## src/sv/fsv_pkg.sv

```systemverilog
`timescale 1ns / 1ps
// ----------------------------------------------------------------------------
// fsv_pkg
// Types, register indexes and the sine table of the FM synthesis voice.
// ----------------------------------------------------------------------------
package fsv_pkg;

  localparam int SINE_ENTRIES = 256;
  localparam int CFG_IDX_W    = 3;
  localparam int CFG_DATA_W   = 16;
  localparam int STATE_WORDS  = 5;

  localparam logic [15:0] ENV_FULL = 16'd32767;

  typedef enum logic [CFG_IDX_W-1:0] {
    REG_CARRIER_INC = 3'd0,
    REG_FALL_SHIFT  = 3'd1,
    REG_RISE_SHIFT  = 3'd2,
    REG_MOD_INC     = 3'd3,
    REG_DEPTH_SHIFT = 3'd4,
    REG_MOD_DECAY   = 3'd5
  } cfg_reg_t;

  // Word addresses of the voice state memory.
  typedef enum logic [2:0] {
    A_FALL = 3'd0,
    A_RISE = 3'd1,
    A_MOD  = 3'd2,
    A_MPH  = 3'd3,
    A_CPH  = 3'd4
  } st_addr_t;

  typedef logic signed [7:0] sine_t;

  localparam sine_t SINE_TAB [SINE_ENTRIES] = '{
    8'sd0, 8'sd3, 8'sd6, 8'sd9, 8'sd12, 8'sd15, 8'sd18, 8'sd21,
    8'sd24, 8'sd27, 8'sd30, 8'sd33, 8'sd36, 8'sd39, 8'sd42, 8'sd45,
    8'sd48, 8'sd51, 8'sd54, 8'sd57, 8'sd59, 8'sd62, 8'sd65, 8'sd67,
    8'sd70, 8'sd73, 8'sd75, 8'sd78, 8'sd80, 8'sd82, 8'sd85, 8'sd87,
    8'sd89, 8'sd91, 8'sd94, 8'sd96, 8'sd98, 8'sd100, 8'sd102, 8'sd103,
    8'sd105, 8'sd107, 8'sd108, 8'sd110, 8'sd112, 8'sd113, 8'sd114, 8'sd116,
    8'sd117, 8'sd118, 8'sd119, 8'sd120, 8'sd121, 8'sd122, 8'sd123, 8'sd123,
    8'sd124, 8'sd125, 8'sd125, 8'sd126, 8'sd126, 8'sd126, 8'sd126, 8'sd126,
    8'sd126, 8'sd126, 8'sd126, 8'sd126, 8'sd126, 8'sd126, 8'sd125, 8'sd125,
    8'sd124, 8'sd123, 8'sd123, 8'sd122, 8'sd121, 8'sd120, 8'sd119, 8'sd118,
    8'sd117, 8'sd116, 8'sd114, 8'sd113, 8'sd112, 8'sd110, 8'sd108, 8'sd107,
    8'sd105, 8'sd103, 8'sd102, 8'sd100, 8'sd98, 8'sd96, 8'sd94, 8'sd91,
    8'sd89, 8'sd87, 8'sd85, 8'sd82, 8'sd80, 8'sd78, 8'sd75, 8'sd73,
    8'sd70, 8'sd67, 8'sd65, 8'sd62, 8'sd59, 8'sd57, 8'sd54, 8'sd51,
    8'sd48, 8'sd45, 8'sd42, 8'sd39, 8'sd36, 8'sd33, 8'sd30, 8'sd27,
    8'sd24, 8'sd21, 8'sd18, 8'sd15, 8'sd12, 8'sd9, 8'sd6, 8'sd3,
    8'sd0, -8'sd3, -8'sd6, -8'sd9, -8'sd12, -8'sd15, -8'sd18, -8'sd21,
    -8'sd24, -8'sd27, -8'sd30, -8'sd33, -8'sd36, -8'sd39, -8'sd42, -8'sd45,
    -8'sd48, -8'sd51, -8'sd54, -8'sd57, -8'sd59, -8'sd62, -8'sd65, -8'sd67,
    -8'sd70, -8'sd73, -8'sd75, -8'sd78, -8'sd80, -8'sd82, -8'sd85, -8'sd87,
    -8'sd89, -8'sd91, -8'sd94, -8'sd96, -8'sd98, -8'sd100, -8'sd101, -8'sd103,
    -8'sd105, -8'sd107, -8'sd108, -8'sd110, -8'sd111, -8'sd113, -8'sd114, -8'sd116,
    -8'sd117, -8'sd118, -8'sd119, -8'sd120, -8'sd121, -8'sd122, -8'sd123, -8'sd123,
    -8'sd124, -8'sd125, -8'sd125, -8'sd126, -8'sd126, -8'sd126, -8'sd126, -8'sd126,
    -8'sd126, -8'sd126, -8'sd126, -8'sd126, -8'sd126, -8'sd126, -8'sd125, -8'sd125,
    -8'sd124, -8'sd123, -8'sd123, -8'sd122, -8'sd121, -8'sd120, -8'sd119, -8'sd118,
    -8'sd117, -8'sd116, -8'sd114, -8'sd113, -8'sd112, -8'sd110, -8'sd108, -8'sd107,
    -8'sd105, -8'sd103, -8'sd102, -8'sd100, -8'sd98, -8'sd96, -8'sd94, -8'sd91,
    -8'sd89, -8'sd87, -8'sd85, -8'sd82, -8'sd80, -8'sd78, -8'sd75, -8'sd73,
    -8'sd70, -8'sd67, -8'sd65, -8'sd62, -8'sd59, -8'sd57, -8'sd54, -8'sd51,
    -8'sd48, -8'sd45, -8'sd42, -8'sd39, -8'sd36, -8'sd33, -8'sd30, -8'sd27,
    -8'sd24, -8'sd21, -8'sd18, -8'sd15, -8'sd12, -8'sd9, -8'sd6, -8'sd3
  };

  function automatic sine_t sine_lookup(input logic [7:0] idx);
    return SINE_TAB[idx];
  endfunction

endpackage

```

## src/sv/fm_synth_voice_top.sv

```systemverilog
`timescale 1ns / 1ps
// An item's sample is registered onto out_valid in the output state, after the fall, rise,
// mod, mph and cph states; a new item is taken only in idle. The five state words are read
// and written back one per cycle through the single port pair of the voice state memory.
// Reset (rst_n low, synchronous): phases and envelopes read as zero, the tick count is
// zero, configuration registers return to their defaults, no sample is pending.
// ----------------------------------------------------------------------------
// fm_synth_voice_top
// One voice of a two-operator FM synthesizer: one 8-bit sample per tick item.
// ----------------------------------------------------------------------------
module fm_synth_voice_top (
  input  logic                            clk,
  input  logic                            rst_n,
  input  logic                            in_valid,
  output logic                            in_stall,
  input  logic                            in_pluck,
  output logic                            out_valid,
  input  logic                            out_stall,
  output logic [7:0]                      out_pcm_sample,
  input  logic                            cfg_valid,
  output logic                            cfg_ready,
  input  logic [fsv_pkg::CFG_IDX_W-1:0]   cfg_index,
  input  logic [fsv_pkg::CFG_DATA_W-1:0]  cfg_data
);
  import fsv_pkg::*;

  // The sequencer walks the state words in a fixed order. Each state sees the read
  // data of the word addressed in the state before it, modifies it and writes it back.
  typedef enum logic [2:0] {
    S_IDLE,
    S_FALL,
    S_RISE,
    S_MOD,
    S_MPH,
    S_CPH,
    S_OUT
  } state_t;

  state_t state_r;

  // Configuration registers.
  logic [15:0] car_inc_r;
  logic [15:0] mod_inc_r;
  logic [3:0]  fall_shift_r;
  logic [3:0]  rise_shift_r;
  logic [3:0]  depth_shift_r;
  logic [3:0]  mod_decay_r;

  // Per-item working registers.
  logic        pluck_r;
  logic        tick_zero_r;
  logic [7:0]  tick_r;
  logic [15:0] fall_dec_r;
  logic [15:0] amp_r;
  logic [15:0] mod_scaled_r;
  logic [15:0] fm_prod_r;
  sine_t       csine_r;
  logic        out_valid_r;
  logic [7:0]  out_sample_r;

  // Voice state memory. It has no reset of its own; a valid bit per word makes a
  // word that has not been written since reset read as zero.
  logic [15:0]            mem [STATE_WORDS];
  logic [STATE_WORDS-1:0] vld_r;
  logic [15:0]            rd_data_r;
  logic                   rd_vld_r;
  st_addr_t               rd_addr;
  logic                   wr_en;
  st_addr_t               wr_addr;
  logic [15:0]            wr_data;

  logic [15:0] rd_word;
  logic [3:0]  dec_shift;
  logic [15:0] decayed;
  logic [15:0] attack;
  logic [15:0] env_new;
  logic [15:0] mod_eff;
  logic [15:0] mph_new;
  logic [15:0] cph_new;
  logic [15:0] phase_base;
  sine_t       msine;

  // One multiplier serves the amplitude, the FM term and the output scaling, each in
  // a different state of the sequence.
  logic signed [8:0]  mul_a;
  logic signed [16:0] mul_b;
  logic signed [25:0] mul_p;
  logic [7:0]         sample_nxt;

  logic in_accept;
  logic out_accept;

  assign in_stall       = (state_r != S_IDLE);
  assign in_accept      = in_valid && !in_stall;
  assign out_accept     = out_valid_r && !out_stall;
  assign out_valid      = out_valid_r;
  assign out_pcm_sample = out_sample_r;
  assign cfg_ready      = 1'b1;

  // Read address for the word that the next state works on.
  always_comb begin
    case (state_r)
      S_IDLE:  rd_addr = A_FALL;
      S_FALL:  rd_addr = A_RISE;
      S_RISE:  rd_addr = A_MOD;
      S_MOD:   rd_addr = A_MPH;
      default: rd_addr = A_CPH;
    endcase
  end

  assign rd_word = rd_vld_r ? rd_data_r : 16'd0;

  always_comb begin
    case (state_r)
      S_FALL:  dec_shift = fall_shift_r;
      S_RISE:  dec_shift = rise_shift_r;
      default: dec_shift = mod_decay_r;
    endcase
  end

  // Envelopes decay only on the tick whose count, sampled before the increment, is zero.
  assign decayed    = tick_zero_r ? (rd_word - (rd_word >> dec_shift)) : rd_word;
  assign attack     = ENV_FULL - decayed;
  assign env_new    = pluck_r ? ENV_FULL : decayed;
  assign mod_eff    = env_new;
  assign phase_base = pluck_r ? 16'd0 : rd_word;
  assign mph_new    = phase_base + mod_inc_r;
  assign cph_new    = phase_base + car_inc_r + fm_prod_r;
  assign msine      = sine_lookup(mph_new[15:8]);

  always_comb begin
    wr_en   = 1'b0;
    wr_addr = A_FALL;
    wr_data = env_new;
    case (state_r)
      S_FALL: begin
        wr_en   = 1'b1;
        wr_addr = A_FALL;
      end
      S_RISE: begin
        wr_en   = 1'b1;
        wr_addr = A_RISE;
      end
      S_MOD: begin
        wr_en   = 1'b1;
        wr_addr = A_MOD;
      end
      S_MPH: begin
        wr_en   = 1'b1;
        wr_addr = A_MPH;
        wr_data = mph_new;
      end
      S_CPH: begin
        wr_en   = 1'b1;
        wr_addr = A_CPH;
        wr_data = cph_new;
      end
      default: begin
        wr_en = 1'b0;
      end
    endcase
  end

  // Operand selection for the shared multiplier. The amplitude uses the envelopes
  // before any pluck: the decayed fall value and the decayed rise remainder.
  always_comb begin
    case (state_r)
      S_RISE: begin
        mul_a = {1'b0, attack[15:8]};
        mul_b = {9'd0, fall_dec_r[15:8]};
      end
      S_MPH: begin
        mul_a = {msine[7], msine};
        mul_b = {1'b0, mod_scaled_r};
      end
      default: begin
        mul_a = {csine_r[7], csine_r};
        mul_b = {9'd0, amp_r[15:8]};
      end
    endcase
  end

  assign mul_p = mul_a * mul_b;

  // Arithmetic shift right by seven, then the offset to center on 128, modulo 256.
  assign sample_nxt = 8'd128 + mul_p[14:7];

  // State memory: one write and one registered read per cycle. Each word is written once
  // per item and the next item starts only after the last write. The carrier phase word is
  // also read while it is written, but that read data is not used.
  always_ff @(posedge clk) begin
    if (wr_en) begin
      mem[wr_addr] <= wr_data;
    end
    rd_data_r <= mem[rd_addr];
  end

  always_ff @(posedge clk) begin
    if (!rst_n) begin
      vld_r    <= '0;
      rd_vld_r <= 1'b0;
    end else begin
      rd_vld_r <= vld_r[rd_addr];
      if (wr_en) begin
        vld_r[wr_addr] <= 1'b1;
      end
    end
  end

  // Sequencer, configuration registers and the output register.
  always_ff @(posedge clk) begin
    if (!rst_n) begin
      state_r       <= S_IDLE;
      tick_r        <= 8'd0;
      out_valid_r   <= 1'b0;
      car_inc_r     <= 16'd11796;
      fall_shift_r  <= 4'd5;
      rise_shift_r  <= 4'd1;
      mod_inc_r     <= 16'd4915;
      depth_shift_r <= 4'd8;
      mod_decay_r   <= 4'd6;
    end else begin
      if (cfg_valid && cfg_ready) begin
        case (cfg_index)
          REG_CARRIER_INC: car_inc_r     <= cfg_data;
          REG_FALL_SHIFT:  fall_shift_r  <= cfg_data[3:0];
          REG_RISE_SHIFT:  rise_shift_r  <= cfg_data[3:0];
          REG_MOD_INC:     mod_inc_r     <= cfg_data;
          REG_DEPTH_SHIFT: depth_shift_r <= cfg_data[3:0];
          REG_MOD_DECAY:   mod_decay_r   <= cfg_data[3:0];
          default: begin
          end
        endcase
      end

      // In the output state the sequencer below decides the valid flag itself.
      if (out_accept && state_r != S_OUT) begin
        out_valid_r <= 1'b0;
      end

      case (state_r)
        S_IDLE: begin
          if (in_accept) begin
            pluck_r     <= in_pluck;
            tick_zero_r <= (tick_r == 8'd0);
            tick_r      <= tick_r + 8'd1;
            state_r     <= S_FALL;
          end
        end
        S_FALL: begin
          fall_dec_r <= decayed;
          state_r    <= S_RISE;
        end
        S_RISE: begin
          amp_r   <= mul_p[15:0];
          state_r <= S_MOD;
        end
        S_MOD: begin
          mod_scaled_r <= mod_eff >> depth_shift_r;
          state_r      <= S_MPH;
        end
        S_MPH: begin
          fm_prod_r <= mul_p[15:0];
          state_r   <= S_CPH;
        end
        S_CPH: begin
          csine_r <= sine_lookup(cph_new[15:8]);
          state_r <= S_OUT;
        end
        S_OUT: begin
          // Hold here while an earlier sample still waits on a stalled output.
          if (!out_valid_r || !out_stall) begin
            out_valid_r  <= 1'b1;
            out_sample_r <= sample_nxt;
            state_r      <= S_IDLE;
          end
        end
        default: begin
          state_r <= S_IDLE;
        end
      endcase
    end
  end

endmodule

```

## config.mk

```make
export PLATFORM = sky130hd
export DESIGN_NAME = fm_synth_voice_top
export DESIGN_NICKNAME = d
export VERILOG_FILES = /design/src/sv/fsv_pkg.sv /design/src/sv/fm_synth_voice_top.sv
export SDC_FILE = /design/constraint.sdc
export NUM_CORES = 1
export LEC_CHECK = 0
export BUFFER_PORTS_ARGS = -buffer_cell sky130_fd_sc_hd__buf_2
export CORE_MARGIN = 1.5
export CORE_UTILIZATION = 60
export CTS_BUF_LIST = sky130_fd_sc_hd__clkbuf_16
export CTS_CLUSTER_SIZE = 30
export DETAILED_ROUTE_END_ITERATION = 10
export PLACE_DENSITY = 0.77
export SYNTH_ARGS = -nofsm -noshare
export SYNTH_HDL_FRONTEND = slang
export SYNTH_SLANG_ARGS = --single-unit
```

## constraint.sdc

```tcl
create_clock -name clk -period 28.2 [get_ports clk]
set_clock_uncertainty 0.15 [all_clocks]
set_input_delay 4.23 -clock clk [delete_from_list [all_inputs] [get_ports clk]]
set_output_delay 4.23 -clock clk [all_outputs]
set_load 0.01 [all_outputs]
```

==> reports/summary.txt <==
DP HPWL: 44900 um
Routed wire per std cell: 22.5 um
WP buf/inv: 8
Clock Root Buffer: clkbuf_16
asr flop ratio synth: 0
most common cell after layout, fill and taps aside: nand2_1
Rel. slew slack: 0.0486
Max Slew Vio Count: 0
Arr. time, crit path: 11890 ps
Syn Area/Cell: 8.55 um^2
Die Wd: 184 um
# IOs: 36
met2 Usage GRT: 0.540
post-synthesis sequential area ratio: 0.306
antenna violations before repair: 1
Power Density: 118 nW/um^2
Setup CP Type: reg2reg
Worst-path clk slew: 70 ps
Top delay family on crit path: adder cells
Via-to-Cell Ratio: 6.62
number of synthesized flops with an enable pin: 146
H-tree depth: 1
PortBufs: 34
Max Cap Viol: 0
crit-path max FO: 24
post-CTS setup buffers: 0
Final nets: 2451
most frequent cells in the layout: nand2_1, nor2_1, a21oi_1
CTS tree: built
register bit count reported by yosys: 228
CTS buffer count: 25
setup TNS: 0 ps
largest net degree at the start of global routing: 51
Starting Density: 0.607
RSZ-0062 raised after global routing: false
DRC Markers: 0
Worst-Margin Slew: 1420 ps
Tot Pwr: 0.00246 W
clk_lat worst skew: 550 ps
Die ar.: 33900 um^2
slowest CP cell: dfxtp_1
worst hold path type: reg2reg
Main synth FF type: edfxtp_1
GR peak layer: met2
vias in the first global route: 16840
placed cells: 2654
CP required: 28360 ps
Overflow after GRT: 0
CTS max path bufs: 3
GP Congestion: 1.04
clk sinks: 228
Mapped Cells: 2305
DRT iter0 DRCs: 2435
antenna-violating nets left: 0
global-route wire length before repair: 94800 um
1st-pass router iterations: 6
grt met1 use: 0.517
PostCTS Resize Cnt: 0
fin cells: 2700
Setup crit end kind: register
via count: 17867
Core ar.: 32500 um^2
Setup-failing EPs final: 0
cts hold-fix bufs: 0
row count: 66
synth warn: 0
final number of hold-violating endpoints: 0
mapped cell area: 19700 um^2
min Tclk post-route: 11740 ps
Final Cycle Share: 0.416
Total GRT Usage: 0.361
met3 usage: 0.0699
crit start category: register
status: complete, no violations
Syn-to-layout area delta: 5.98%
Syn Nets: 2517
Critical Path Max Stage Delay: 850 ps
die height: 184 um
Peak Freq: 85.2 MHz
Cell variety after synth: 94
layout cells sized above 1: 0.0722
Leak: 8.36 nW
Total Routed Length: 60700 um
peak supply drop: 206 uV
[tightest hold or removal path, cell delays in order (launching register included)]
cell,delay (ps)
dfxtp_1,310
nand2_1,50
a21boi_0,60
[area by class of cell]
cell class              count  area [um^2]
well taps                 442          553
repair buffers             68          425
multi-input cells        1775        12500
clock inverters            19          146
diodes                      1         2.50
flip-flops and latches    228         6030
fillers                  2764        11600
clock buffers              26          651
inverters                 141          532
[synthesized netlist by cell type, drive strengths merged, types with 30 or more instances]
cell type | n | area share
dfxtp | 82 | 0.083
a21oi | 195 | 0.050
nor3 | 33 | 0.0086
buf | 37 | 0.011
nand2 | 314 | 0.060
ha | 101 | 0.064
and2 | 30 | 0.0097
edfxtp | 146 | 0.22
o211ai | 41 | 0.016
nor2 | 206 | 0.039
inv | 139 | 0.027
a211oi | 30 | 0.013
fa | 86 | 0.087
xnor2 | 52 | 0.024
nand3 | 76 | 0.019
o21ai | 104 | 0.027
clkbuf | 124 | 0.024
mux2i | 86 | 0.044
[layer usage]
layer	share of wire	vias to the layer above
li1	-	8128
met1	0.42	8471
met2	0.43	1080
met3	0.11	186
met4	0.040	2
met5	0.00021	-
[cells by family (layout without fill, tap and decap cells)]
| kind of cell | count (synthesis) | in the layout | synth area share |
|---|---|---|---|
| AOI/OAI and AO/OA | 645 | 645 | 0.220 |
| and+or+nand+nor | 775 | 775 | 0.176 |
| adders and majority gates | 188 | 188 | 0.152 |
| other | 1 | 2 | 0.000190 |
| muxes | 97 | 97 | 0.0511 |
| xor gates and xnor gates | 69 | 69 | 0.0342 |
| DFF | 228 | 228 | 0.306 |
| buffers and inverters | 302 | 254 | 0.0613 |
[where the power goes]
group | switching (W) | leakage [nW] | internal, W
clock network | 0.000143 | 0.407 | 0.000179
registers | 0.0000195 | 1.98 | 0.000519
logic | 0.00104 | 5.98 | 0.000554
[registers in the layout, summed over array words and instances (netlist names)]
signal and count:
amp_r 8, tick_zero_r 1, rd_vld_r 1, rise_shift_r 4
car_inc_r 16, out_pcm_sample 8, pluck_r 1, mod_decay_r 4
out_valid 1, depth_shift_r 4, fall_dec_r 8, vld_r 5
fm_prod_r 16, mod_scaled_r 16, rd_data_r 16, fall_shift_r 4
state_r 3, tick_r 8, mod_inc_r 16, mem 80
csine_r 8
[through the flow]
stage | instance area [um^2] | hold WS (ps) | util | setup WS, ps
finish | 20900 | 316 | 0.644 | 16460
detailed placement | 20100 | 303 | 0.619 | 16700
global route | 20900 | 336 | 0.643 | 15610
floorplan | 19700 | 290 | - | 17830
global placement | 20100 | 295 | 0.619 | 16950
CTS | 20900 | 318 | 0.643 | 16580
[path summary, 6_finish.rpt]
check / from / end / slack, ps / cells past startpoint
setup reg to reg: state_r[2] / amp_r[15] / 16460 / 44
hold / removal: car_inc_r[0] / car_inc_r[0] / 320 / 2
hold reg to reg: car_inc_r[0] / car_inc_r[0] / 320 / 2
setup / recovery: state_r[2] / amp_r[15] / 16460 / 44
Note: power is estimated with default switching activity, not from simulation.
